--- src/hw/rtl/dnsa_pkg.sv ---
// Package for the DNS reply A-record extractor.
// Holds the parse phase type, status codes, protocol constants and the result struct.
// No dependencies.
`default_nettype none

package dnsa_pkg;

   // Parse phases of the reply walker.
   typedef enum logic [3:0] {
      PH_HEADER = 4'd0,
      PH_QNAME  = 4'd1,
      PH_QLABEL = 4'd2,
      PH_QTAIL  = 4'd3,
      PH_ANAME  = 4'd4,
      PH_ALABEL = 4'd5,
      PH_APTR   = 4'd6,
      PH_AFIXED = 4'd7,
      PH_AADDR  = 4'd8,
      PH_ASKIP  = 4'd9,
      PH_DONE   = 4'd10
   } phase_type;

   // Result status codes.
   localparam logic [1:0] STATUS_FOUND      = 2'd0;
   localparam logic [1:0] STATUS_IGNORED    = 2'd1;
   localparam logic [1:0] STATUS_SERVER_ERR = 2'd2;
   localparam logic [1:0] STATUS_NO_A       = 2'd3;

   // DNS framing constants.
   localparam int unsigned HEADER_BYTES   = 12;
   localparam int unsigned POS_ID_HIGH    = 0;
   localparam int unsigned POS_ID_LOW     = 1;
   localparam int unsigned POS_RCODE      = 3;
   localparam int unsigned POS_ANCOUNT_HI = 6;
   localparam int unsigned POS_ANCOUNT_LO = 7;
   localparam int unsigned POS_HEADER_END = 11;

   localparam logic [7:0]  POINTER_MASK   = 8'd192;
   localparam logic [3:0]  RCODE_NONE     = 4'd0;
   localparam logic [15:0] QTAIL_BYTES    = 16'd4;
   localparam logic [15:0] QPTR_SKIP      = 16'd5;
   localparam logic [15:0] APTR_SKIP      = 16'd1;
   localparam logic [15:0] FIXED_TYPECLS  = 16'd3;
   localparam logic [15:0] FIXED_RDLEN    = 16'd9;
   localparam logic [15:0] ADDR_BYTES     = 16'd4;
   localparam logic [31:0] TYPE_A_CLASS_IN = 32'h0001_0001;

   // One result item.
   typedef struct packed {
      logic [3:0]  response_code;
      logic [31:0] ipv4_address;
      logic [1:0]  status;
   } result_type;

endpackage

`default_nettype wire

--- src/hw/rtl/dns_reply_a_record_extract_top.sv ---
// Top level of the DNS reply A-record extractor.
// Depends on dnsa_pkg, dnsa_parser and dnsa_out_reg.
`default_nettype none

// The block takes one reply byte per cycle on the req_ stream, with tlast on the
// final byte of each datagram, and gives one result item on the rsp_ stream per
// datagram, registered after its final byte is accepted. Every byte updates the
// parser state in the cycle it is accepted, so the sustained rate is one item per
// cycle. Bytes that do not end a datagram are always accepted; a final byte waits
// only while the previous result item is still held in the result register and
// not being taken. Bytes past MAX_REPLY_BYTES are dropped but their tlast still
// closes the datagram. The expected transaction id is written on the csr_ channel,
// which is always ready and should be written between datagrams.
module dns_reply_a_record_extract_top #(
   parameter int unsigned MAX_REPLY_BYTES = 512
) (
   input  wire logic        clock,
   input  wire logic        reset,
   // Configuration: expected_id.
   input  wire logic        csr_valid,
   output logic             csr_ready,
   input  wire logic [15:0] csr_data,
   // Input items. tdata: [7:0] reply_byte. tlast: last_byte.
   input  wire logic        req_tvalid,
   output logic             req_tready,
   input  wire logic [7:0]  req_tdata,
   input  wire logic        req_tlast,
   // Result items. tdata: [1:0] status, [33:2] ipv4_address,
   // [37:34] response_code, [39:38] zero.
   output logic             rsp_tvalid,
   input  wire logic        rsp_tready,
   output logic [39:0]      rsp_tdata
);

   logic [15:0] expected_id_ff;
   logic        take;
   logic        load;
   dnsa_pkg::result_type result;
   dnsa_pkg::result_type rsp_data;

   // Configuration register.
   assign csr_ready = 1'b1;

   always_ff @(posedge clock) begin
      if (reset) begin
         expected_id_ff <= 16'd0;
      end else if (csr_valid) begin
         expected_id_ff <= csr_data;
      end
   end

   // A final byte needs room in the result register; other bytes never wait.
   assign req_tready = ~(rsp_tvalid & ~rsp_tready & req_tlast);
   assign take       = req_tvalid & req_tready;
   assign load       = take & req_tlast;

   dnsa_parser #(
      .MAX_REPLY_BYTES(MAX_REPLY_BYTES)
   ) u_parser (
      .clock       (clock),
      .reset       (reset),
      .take        (take),
      .reply_byte  (req_tdata),
      .last_byte   (req_tlast),
      .expected_id (expected_id_ff),
      .result      (result)
   );

   dnsa_out_reg u_out_reg (
      .clock     (clock),
      .reset     (reset),
      .load      (load),
      .result    (result),
      .out_ready (rsp_tready),
      .out_valid (rsp_tvalid),
      .out_data  (rsp_data)
   );

   // Pack the result item fields, lowest first.
   assign rsp_tdata = {2'b00, rsp_data.response_code, rsp_data.ipv4_address, rsp_data.status};

endmodule

`default_nettype wire

--- src/hw/rtl/dnsa_parser.sv ---
// Byte-serial DNS reply parser: per-item state update and result formation.
// Depends on dnsa_pkg.
`default_nettype none

module dnsa_parser #(
   parameter int unsigned MAX_REPLY_BYTES = 512
) (
   input  wire logic                  clock,
   input  wire logic                  reset,
   input  wire logic                  take,
   input  wire logic [7:0]            reply_byte,
   input  wire logic                  last_byte,
   input  wire logic [15:0]           expected_id,
   output dnsa_pkg::result_type       result
);

   localparam int unsigned PW = $clog2(MAX_REPLY_BYTES + 1);
   localparam logic [PW-1:0] LIMIT = PW'(MAX_REPLY_BYTES);

   dnsa_pkg::phase_type phase_ff, phase_in;
   logic [PW-1:0] pos_ff, pos_in;
   logic [15:0]   answers_ff, answers_in;
   logic [15:0]   skip_ff, skip_in;
   logic [23:0]   field_ff, field_in;
   logic          isa_ff, isa_in;
   logic [31:0]   addr_ff, addr_in;
   logic [1:0]    outcome_ff, outcome_in;
   logic [3:0]    rcode_ff, rcode_in;

   // Next state for one accepted byte, then the result, then the clear on the final byte.
   always_comb begin
      logic        q;
      logic [15:0] id;
      logic [31:0] fs;
      logic [15:0] rdl;
      logic [15:0] skip_dec;
      logic [1:0]  st;
      q          = (phase_ff == dnsa_pkg::PH_QNAME);
      id         = {field_ff[7:0], reply_byte};
      fs         = {field_ff, reply_byte};
      rdl        = fs[15:0];
      skip_dec   = skip_ff - 16'd1;
      phase_in   = phase_ff;
      pos_in     = pos_ff;
      answers_in = answers_ff;
      skip_in    = skip_ff;
      field_in   = field_ff;
      isa_in     = isa_ff;
      addr_in    = addr_ff;
      outcome_in = outcome_ff;
      rcode_in   = rcode_ff;

      if (take && (pos_ff < LIMIT)) begin
         pos_in = pos_ff + PW'(1);
         case (phase_ff)
            dnsa_pkg::PH_HEADER: begin
               if (pos_ff == PW'(dnsa_pkg::POS_ID_HIGH)) begin
                  field_in = {16'd0, reply_byte};
               end else if (pos_ff == PW'(dnsa_pkg::POS_ID_LOW)) begin
                  field_in   = {8'd0, id};
                  outcome_in = (id == expected_id) ? dnsa_pkg::STATUS_NO_A
                                                   : dnsa_pkg::STATUS_IGNORED;
               end else if (pos_ff == PW'(dnsa_pkg::POS_RCODE)) begin
                  rcode_in = reply_byte[3:0];
                  if ((reply_byte[3:0] != dnsa_pkg::RCODE_NONE) &&
                      (outcome_ff == dnsa_pkg::STATUS_NO_A)) begin
                     outcome_in = dnsa_pkg::STATUS_SERVER_ERR;
                  end
               end else if ((pos_ff == PW'(dnsa_pkg::POS_ANCOUNT_HI)) ||
                            (pos_ff == PW'(dnsa_pkg::POS_ANCOUNT_LO))) begin
                  answers_in = {answers_ff[7:0], reply_byte};
               end else if (pos_ff == PW'(dnsa_pkg::POS_HEADER_END)) begin
                  phase_in = (outcome_ff == dnsa_pkg::STATUS_NO_A) ? dnsa_pkg::PH_QNAME
                                                                   : dnsa_pkg::PH_DONE;
               end
            end
            dnsa_pkg::PH_QNAME, dnsa_pkg::PH_ANAME: begin
               if (reply_byte == 8'd0) begin
                  field_in = 24'd0;
                  skip_in  = q ? dnsa_pkg::QTAIL_BYTES : 16'd0;
                  phase_in = q ? dnsa_pkg::PH_QTAIL : dnsa_pkg::PH_AFIXED;
               end else if ((reply_byte & dnsa_pkg::POINTER_MASK) == dnsa_pkg::POINTER_MASK) begin
                  // A compression pointer ends the name after its second byte.
                  field_in = 24'd0;
                  skip_in  = q ? dnsa_pkg::QPTR_SKIP : dnsa_pkg::APTR_SKIP;
                  phase_in = q ? dnsa_pkg::PH_QTAIL : dnsa_pkg::PH_APTR;
               end else begin
                  skip_in  = {8'd0, reply_byte};
                  phase_in = q ? dnsa_pkg::PH_QLABEL : dnsa_pkg::PH_ALABEL;
               end
            end
            dnsa_pkg::PH_QLABEL, dnsa_pkg::PH_ALABEL: begin
               skip_in = skip_dec;
               if (skip_dec == 16'd0) begin
                  phase_in = (phase_ff == dnsa_pkg::PH_QLABEL) ? dnsa_pkg::PH_QNAME
                                                               : dnsa_pkg::PH_ANAME;
               end
            end
            dnsa_pkg::PH_QTAIL, dnsa_pkg::PH_ASKIP: begin
               skip_in = skip_dec;
               if (skip_dec == 16'd0) begin
                  if (answers_ff == 16'd0) begin
                     phase_in = dnsa_pkg::PH_DONE;
                  end else begin
                     answers_in = answers_ff - 16'd1;
                     phase_in   = dnsa_pkg::PH_ANAME;
                  end
               end
            end
            dnsa_pkg::PH_APTR: begin
               skip_in  = 16'd0;
               field_in = 24'd0;
               phase_in = dnsa_pkg::PH_AFIXED;
            end
            dnsa_pkg::PH_AFIXED: begin
               // Type, class, TTL and data length arrive as ten bytes.
               field_in = fs[23:0];
               if (skip_ff == dnsa_pkg::FIXED_TYPECLS) begin
                  isa_in = (fs == dnsa_pkg::TYPE_A_CLASS_IN);
               end
               if (skip_ff == dnsa_pkg::FIXED_RDLEN) begin
                  if (isa_ff && (rdl == dnsa_pkg::ADDR_BYTES)) begin
                     addr_in  = 32'd0;
                     skip_in  = dnsa_pkg::ADDR_BYTES;
                     phase_in = dnsa_pkg::PH_AADDR;
                  end else if (rdl == 16'd0) begin
                     if (answers_ff == 16'd0) begin
                        phase_in = dnsa_pkg::PH_DONE;
                     end else begin
                        answers_in = answers_ff - 16'd1;
                        phase_in   = dnsa_pkg::PH_ANAME;
                     end
                  end else begin
                     skip_in  = rdl;
                     phase_in = dnsa_pkg::PH_ASKIP;
                  end
               end else begin
                  skip_in = skip_ff + 16'd1;
               end
            end
            dnsa_pkg::PH_AADDR: begin
               addr_in = {addr_ff[23:0], reply_byte};
               skip_in = skip_dec;
               if (skip_dec == 16'd0) begin
                  outcome_in = dnsa_pkg::STATUS_FOUND;
                  phase_in   = dnsa_pkg::PH_DONE;
               end
            end
            default: begin
               phase_in = dnsa_pkg::PH_DONE;
            end
         endcase
      end

      // Result of the datagram, taken from the state after this byte.
      st = (pos_in < PW'(dnsa_pkg::HEADER_BYTES)) ? dnsa_pkg::STATUS_IGNORED : outcome_in;
      result.status        = st;
      result.ipv4_address  = (st == dnsa_pkg::STATUS_FOUND) ? addr_in : 32'd0;
      result.response_code = rcode_in;

      // The final byte returns the parser to its idle state.
      if (take && last_byte) begin
         phase_in   = dnsa_pkg::PH_HEADER;
         pos_in     = '0;
         answers_in = 16'd0;
         skip_in    = 16'd0;
         field_in   = 24'd0;
         isa_in     = 1'b0;
         addr_in    = 32'd0;
         outcome_in = dnsa_pkg::STATUS_FOUND;
         rcode_in   = 4'd0;
      end
   end

   // Parser state registers.
   always_ff @(posedge clock) begin
      if (reset) begin
         phase_ff   <= dnsa_pkg::PH_HEADER;
         pos_ff     <= '0;
         answers_ff <= 16'd0;
         skip_ff    <= 16'd0;
         field_ff   <= 24'd0;
         isa_ff     <= 1'b0;
         addr_ff    <= 32'd0;
         outcome_ff <= dnsa_pkg::STATUS_FOUND;
         rcode_ff   <= 4'd0;
      end else begin
         phase_ff   <= phase_in;
         pos_ff     <= pos_in;
         answers_ff <= answers_in;
         skip_ff    <= skip_in;
         field_ff   <= field_in;
         isa_ff     <= isa_in;
         addr_ff    <= addr_in;
         outcome_ff <= outcome_in;
         rcode_ff   <= rcode_in;
      end
   end

endmodule

`default_nettype wire

--- src/hw/rtl/dnsa_out_reg.sv ---
// Result register for the DNS reply extractor: holds one result item until taken.
// Depends on dnsa_pkg.
`default_nettype none

module dnsa_out_reg (
   input  wire logic                  clock,
   input  wire logic                  reset,
   input  wire logic                  load,
   input  wire dnsa_pkg::result_type  result,
   input  wire logic                  out_ready,
   output logic                       out_valid,
   output dnsa_pkg::result_type       out_data
);

   logic                 valid_ff, valid_in;
   dnsa_pkg::result_type data_ff;

   // A loaded item stays until the consumer takes it.
   always_comb begin
      valid_in = load | (valid_ff & ~out_ready);
   end

   always_ff @(posedge clock) begin
      if (reset) begin
         valid_ff <= 1'b0;
      end else begin
         valid_ff <= valid_in;
      end
   end

   // Payload needs no reset.
   always_ff @(posedge clock) begin
      if (load) begin
         data_ff <= result;
      end
   end

   assign out_valid = valid_ff;
   assign out_data  = data_ff;

endmodule

`default_nettype wire

--- config.mk ---
export PLATFORM = sky130hd
export DESIGN_NAME = dns_reply_a_record_extract_top
export DESIGN_NICKNAME = d
export VERILOG_FILES = /design/src/hw/rtl/dnsa_pkg.sv /design/src/hw/rtl/dns_reply_a_record_extract_top.sv /design/src/hw/rtl/dnsa_parser.sv /design/src/hw/rtl/dnsa_out_reg.sv
export SDC_FILE = /design/constraint.sdc
export NUM_CORES = 1
export LEC_CHECK = 0
export ABC_AREA = 1
export BUFFER_PORTS_ARGS = -buffer_cell sky130_fd_sc_hd__buf_4
export CORE_AREA = 2 2 151 153
export CTS_CLUSTER_SIZE = 8
export DETAILED_ROUTE_END_ITERATION = 7
export DIE_AREA = 0 0 153 155
export PLACE_DENSITY_LB_ADDON = 0.05
export SETUP_SLACK_MARGIN = 0.02
export SYNTH_ARGS = -nofsm -noshare
export SYNTH_HDL_FRONTEND = slang
export SYNTH_SLANG_ARGS = --single-unit
--- constraint.sdc ---
create_clock -name clock -period 3 [get_ports clock]
set_input_delay 0.45 -clock clock [delete_from_list [all_inputs] [get_ports clock]]
set_output_delay 0.45 -clock clock [all_outputs]
set_load 0.005 [all_outputs]
**Word level (Yosys, flattened, before mapping)**

Index checks and enable logic that the tools add are counted.

- Register bits after elaboration: 164
- Input port bits: 30
- Output and inout port bits: 43
- Logic and storage cells: 151

- $add $sub $neg: 4
- Magnitude comparators: 2
- Equal/unequal tests: 36
- Multiplexer cells: 62
- Bitwise gates (word level): 7
- Reduce and logical (&&, ||, !) cells: 26

Operators with widths:

| kind | number |
|---|---|
| $mux 16 | 14 |
| $mux 24 | 4 |
| $mux 32 | 3 |
| $pmux 24 s4 | 1 |
| $mux 4 | 20 |
| $pmux 16 s4 | 1 |
| $pmux 32 s2 | 1 |
| $logic_not 16->1 | 3 |
| $pmux 16 s3 | 1 |
| $eq 32x17->1 const B | 1 |
| $sub 16x1->16 const B | 2 |
| $pmux 4 s7 | 1 |
| $eq 10x3->1 const B | 2 |
| $reduce_and 10->1 | 2 |
| $mux 3 | 6 |
| $add 16x1->16 const B | 1 |
| $eq 16x16->1 | 1 |
| $eq 16x2->1 const B | 1 |
| $eq 16x3->1 const B | 1 |
| $eq 16x4->1 const B | 1 |
| $eq 4x3->1 const B | 4 |
| $mux 2 | 8 |
| $ne 2x1->1 const B | 7 |
| $reduce_bool 4->1 | 3 |
| 29 further kinds | 48 |

**Logic depth before layout (Yosys ltp)**

- Depth after elaboration: 10
- Mapped depth: 18
- Gate-level depth less buffers: 17

**By module**

From an unflattened synthesis, not the netlist that was laid out.

- Cell total of the unflattened synthesis: 1,252
- Area total of the unflattened synthesis: 9,093.7 µm²

Modules (own cells, without submodules):

| module | times used | cells an instance | area an instance (µm²) | seq. area each (µm²) |
|---|---|---|---|---|
| dnsa_parser | 1 | 1,094 | 7,176.9 | 2,182.1 |
| dnsa_out_reg | 1 | 43 | 1,181.1 | 1,161.1 |
| dns_reply_a_record_extract_top | 1 | 115 | 735.7 | 320.3 |

**Worst setup path after synthesis**

OpenSTA, ideal clock, no wires.

- Path type: flip-flop to flip-flop
- Start: register u_parser.skip_ff[0]
- End: register u_out_reg.data_ff, in the netlist u_out_reg.out_data[14] (data pin)
- Setup time: 0.157 ns
- Arrival time: 1.981 ns
- Required time: 2.843 ns
- Setup slack: 0.862 ns
- Cell stages (with the launch flop): 13
- Buffers on the path: 1
- Period minus slack after synthesis: 2.138 ns
- Cell sequence: dfxtp_1 -> inv_1 -> ha_1 -> xnor2_1 -> nand4_1 -> nor3_1 -> nand3_2 -> nand2_1 -> nand2_1 -> nand2_2 -> nand2_4 -> buf_4 -> nor3_1

- Cells in the longest elaborated chain, start to end: 7
- Elaborated cells on any way between the ends: 11
- Classes of those cells: add/sub (1); eq/ne (1); mux (7); reduce/logical (2)

Ends and longest elaborated chain:

| what | RTL line | source |
|---|---|---|
| start: declaration | dnsa_parser.sv:23 | `logic [15:0] skip_ff, skip_in;` |
| start signal: assignment | dnsa_parser.sv:191 | `skip_ff <= skip_in;` |
| $sub 16x1->16 | dnsa_parser.sv:42 | `skip_dec = skip_ff - 16'd1;` |
| $logic_not 16->1 | dnsa_parser.sv:144 | `if (skip_dec == 16'd0) begin` |
| $mux 2 | dnsa_parser.sv:144 |  |
| $pmux 2 s2 | dnsa_parser.sv:55 | `case (phase_ff)` |
| $mux 2 | dnsa_parser.sv:53 | `if (take && (pos_ff < LIMIT)) begin` |
| $mux 2 | dnsa_parser.sv:156 | `st = (pos_in < PW'(dnsa_pkg::HEADER_BYTES)) ? dnsa_pkg::STATUS_IGNORED : outcome_in;` |
| $logic_not 2->1 | dnsa_parser.sv:158 | `result.ipv4_address = (st == dnsa_pkg::STATUS_FOUND) ? addr_in : 32'd0;` |
| end signal: assignment | dnsa_out_reg.sv:34 | `data_ff <= result;` |
| end: declaration | dnsa_out_reg.sv:16 | `dnsa_pkg::result_type data_ff;` |

Several ways; a longest one is shown, not always the timed one.
A chain may end at the register's enable or synchronous reset.

**Worst setup path after layout**

- Start: register u_parser.skip_ff[1]
- End: register u_out_reg.data_ff, in the netlist u_out_reg.out_data[20] (data pin)

The elaborated chain is that of the path after synthesis.

==> metrics <==
# setup viols final 0; post-layout minimum cycle time 2.78 ns; DR vias/cell 5.07; min-delay src csr_data[12]; worst slack, placed 0.257 ns; vias 7,744; Post-DP HPWL 17,600 µm; hold_buf cts 0; die area 23,700 µm²; ant diodes 0; Rows 55; r2r startpoint u_parser.skip_ff[1]; critical path required time 3.26 ns; Worst Tran Pin Value 0.651 ns; Clock Sinks 164; Peak VDD IR 0.347 mV; Worst Setup Start Kind register; most frequent cells in the layout nand2_1, nor2_1, dfxtp_1, inv_1, buf_4; Post-CTS Resized 0; Final Slew Violations 0; Mapped Area 8660 µm²; hold path depth 3; Worst Setup End Kind register; critical path peak fanout 33; post-CTS repair timing setup buffer count 0; setup TNS 0 ns; Worst Path Arrival 3.04 ns; RR Endpoint u_out_reg.out_data[20]; Seq/Total Area, Yosys 42.3%; Layout area overhead 15.8%; first-pass GRT wire length 40,200 µm; Clock Tree Root clkbuf_16; clk slew on worst S/H paths 0.07 ns; Iter 0 DRT Violations 503; Worst R2R Path Depth 11; largest net degree at the start of global routing 50; Gate Count Post-Synth 1,174; pwr/cell area 703 nW/µm²; drt first pass iters 5; layout cells sized above 1 15.1%; Final nets 1,267; vias in the first global route 7,464; status completed; Synth warnings 0; initial antenna violation count 0; DRT Wirelength 25,000 µm; setup ws final 0.219 ns; Final Hold Fails 0; drt wl/cell 16.4 µm; DIE WIDTH 153 µm; static leakage 4.14 nW; Max Freq 360 MHz; die height 155 µm; unrepaired setup endpoints after global routing yes; Slew Limit Headroom 56.4%; max-cap viol count 0; clk_skew 0.0161 ns; syn avg cell area 7.38 µm²; R2R Setup Slk 0.22 ns; CTS Buf Count 17; Worst Hold Class primary input to register; FF+latch count, synth 164; most common cell after layout, fill and taps aside nand2_1; drt drc 0; io pins 73; CTS tree done; crit path kind register to register; worst-case clock buffer depth 2; Total GRT Usage 21.3%; Worst Hold Path EP expected_id_ff[12]; PortBufs 69; H-tree Lvls 4; grt ovf 0; Final Cycle Share 92.7%; Final Power 7.05 mW; Synth cell types 51; total core area 22,200 µm²; initial core utilization 39.0%; Util after Layout 45.1%; Clk Latency, worst-skew pair 0.44 ns; antenna viol nets, final 0; global placement routability congestion 0.899
[layout make-up]
| type | instances | area [µm²] |
|---|---|---|
| fill | 2308 | 12200 |
| multi-input combinational | 838 | 4270 |
| sequential | 164 | 3660 |
| timing repair buffer | 89 | 668 |
| inverter | 118 | 444 |
| clock buffer | 17 | 425 |
| tap | 285 | 357 |
| clock inverter | 15 | 208 |
[sequential cells by signal (all words and copies together) (netlist names)]
register             cells
expected_id_ff          16
u_out_reg.out_data      38
u_out_reg.out_valid      1
u_parser.addr_ff        32
u_parser.answers_ff     16
u_parser.field_ff       24
u_parser.isa_ff          1
u_parser.outcome_ff      2
u_parser.phase_ff        4
u_parser.pos_ff         10
u_parser.rcode_ff        4
u_parser.skip_ff        16
[cells in the mapped netlist (all sizes together)]
master	n	share of area [%]
or4	1	0.087
nand4	13	0.94
inv	115	5.0
and2	1	0.072
o2111ai	1	0.10
a21oi	62	3.6
buf	33	2.6
o21ai	65	3.8
nand2	228	10
edfxtp	38	13
a211oi	8	0.69
o22ai	8	0.58
o211a	1	0.12
nand3	80	4.9
nor4	11	0.79
o221ai	4	0.40
clkinv	3	0.14
nor3b	3	0.39
clkbuf	22	0.95
conb	2	0.087
o31ai	5	0.43
a22oi	33	2.9
a31oi	5	0.36
xor2	16	1.6
ha	9	1.3
mux2i	1	0.12
o211ai	3	0.26
xnor2	11	1.1
nor4b	1	0.10
or2	7	0.51
dfxtp	126	29
o311ai	1	0.10
a21boi	2	0.17
nor2	203	9.6
nor3	52	3.5
[metrics by stage]
| stage | cell area [µm²] | hold WS [ns] | std cells |
|---|---|---|---|
| 5_1_grt | 10000 | 0.221 | 1526 |
| 3_5_place_dp | 9400 | 0.460 | 1494 |
| 2_1_floorplan | 8670 | 0.444 | 1175 |
| 6_report | 10000 | 0.233 | 1526 |
| 4_1_cts | 10000 | 0.216 | 1526 |
| 3_3_place_gp | 9400 | 0.454 | 1494 |
[per-layer routing]
| metal | vias to the layer above | share of wire (%) | global-route usage, % |
|---|---|---|---|
| li1 | 4015 | - | - |
| met5 | - | 0 | 0 |
| met1 | 3532 | 47 | 28.7 |
| met4 | 0 | 1.9 | 6.97 |
| met3 | 34 | 4.4 | 4.15 |
| met2 | 163 | 46 | 34.6 |
[how the worst max path moves through the flow]
stage	from	to	slack [ns]	depth (start not counted)
after floorplan	u_parser.skip_ff[0]	u_out_reg.out_data[14]	0.86	12
after global placement	u_parser.skip_ff[1]	u_out_reg.out_data[0]	0.41	10
after detailed placement	u_parser.skip_ff[1]	u_out_reg.out_data[18]	0.26	11
after CTS	u_parser.skip_ff[1]	u_out_reg.out_data[20]	0.24	11
after global routing	u_parser.skip_ff[1]	u_out_reg.out_data[23]	-0.003	11
final	u_parser.skip_ff[1]	u_out_reg.out_data[20]	0.22	11
[report_power, final]
part	total (mW)	leakage (nW)	internal (mW)	switching, mW
Clock	2.30	0.300	1.21	1.09
Combinational	2.23	2.46	0.707	1.52
Sequential	2.52	1.39	2.38	0.141
Total	7.05	4.14	4.30	2.75
[kinds of logic (layout without fill, tap and decap cells)]
group / after synthesis / count (layout) / share of synthesized area [%]
flops: 164 / 164 / 42.3
other cells: 2 / 3 / 0.0867
xor+xnor: 27 / 27 / 2.73
fa+ha+maj: 9 / 9 / 1.30
buf+inv: 173 / 239 / 8.69
simple gates: 600 / 600 / 31.3
mux: 1 / 1 / 0.116
compound gates: 198 / 198 / 13.5
[critical path: stages (launching register included)]
cell and delay (ns):
dfxtp_1 0.44, inv_1 0.11, ha_1 0.26, xnor2_1 0.26
nand4_1 0.14, nor3_1 0.29, nand3_2 0.15, nand2_1 0.10
nand3_1 0.08, nand2_2 0.10, nand3_4 0.37, nor3_1 0.29
No activity file was read; power rests on OpenSTA's default activity.
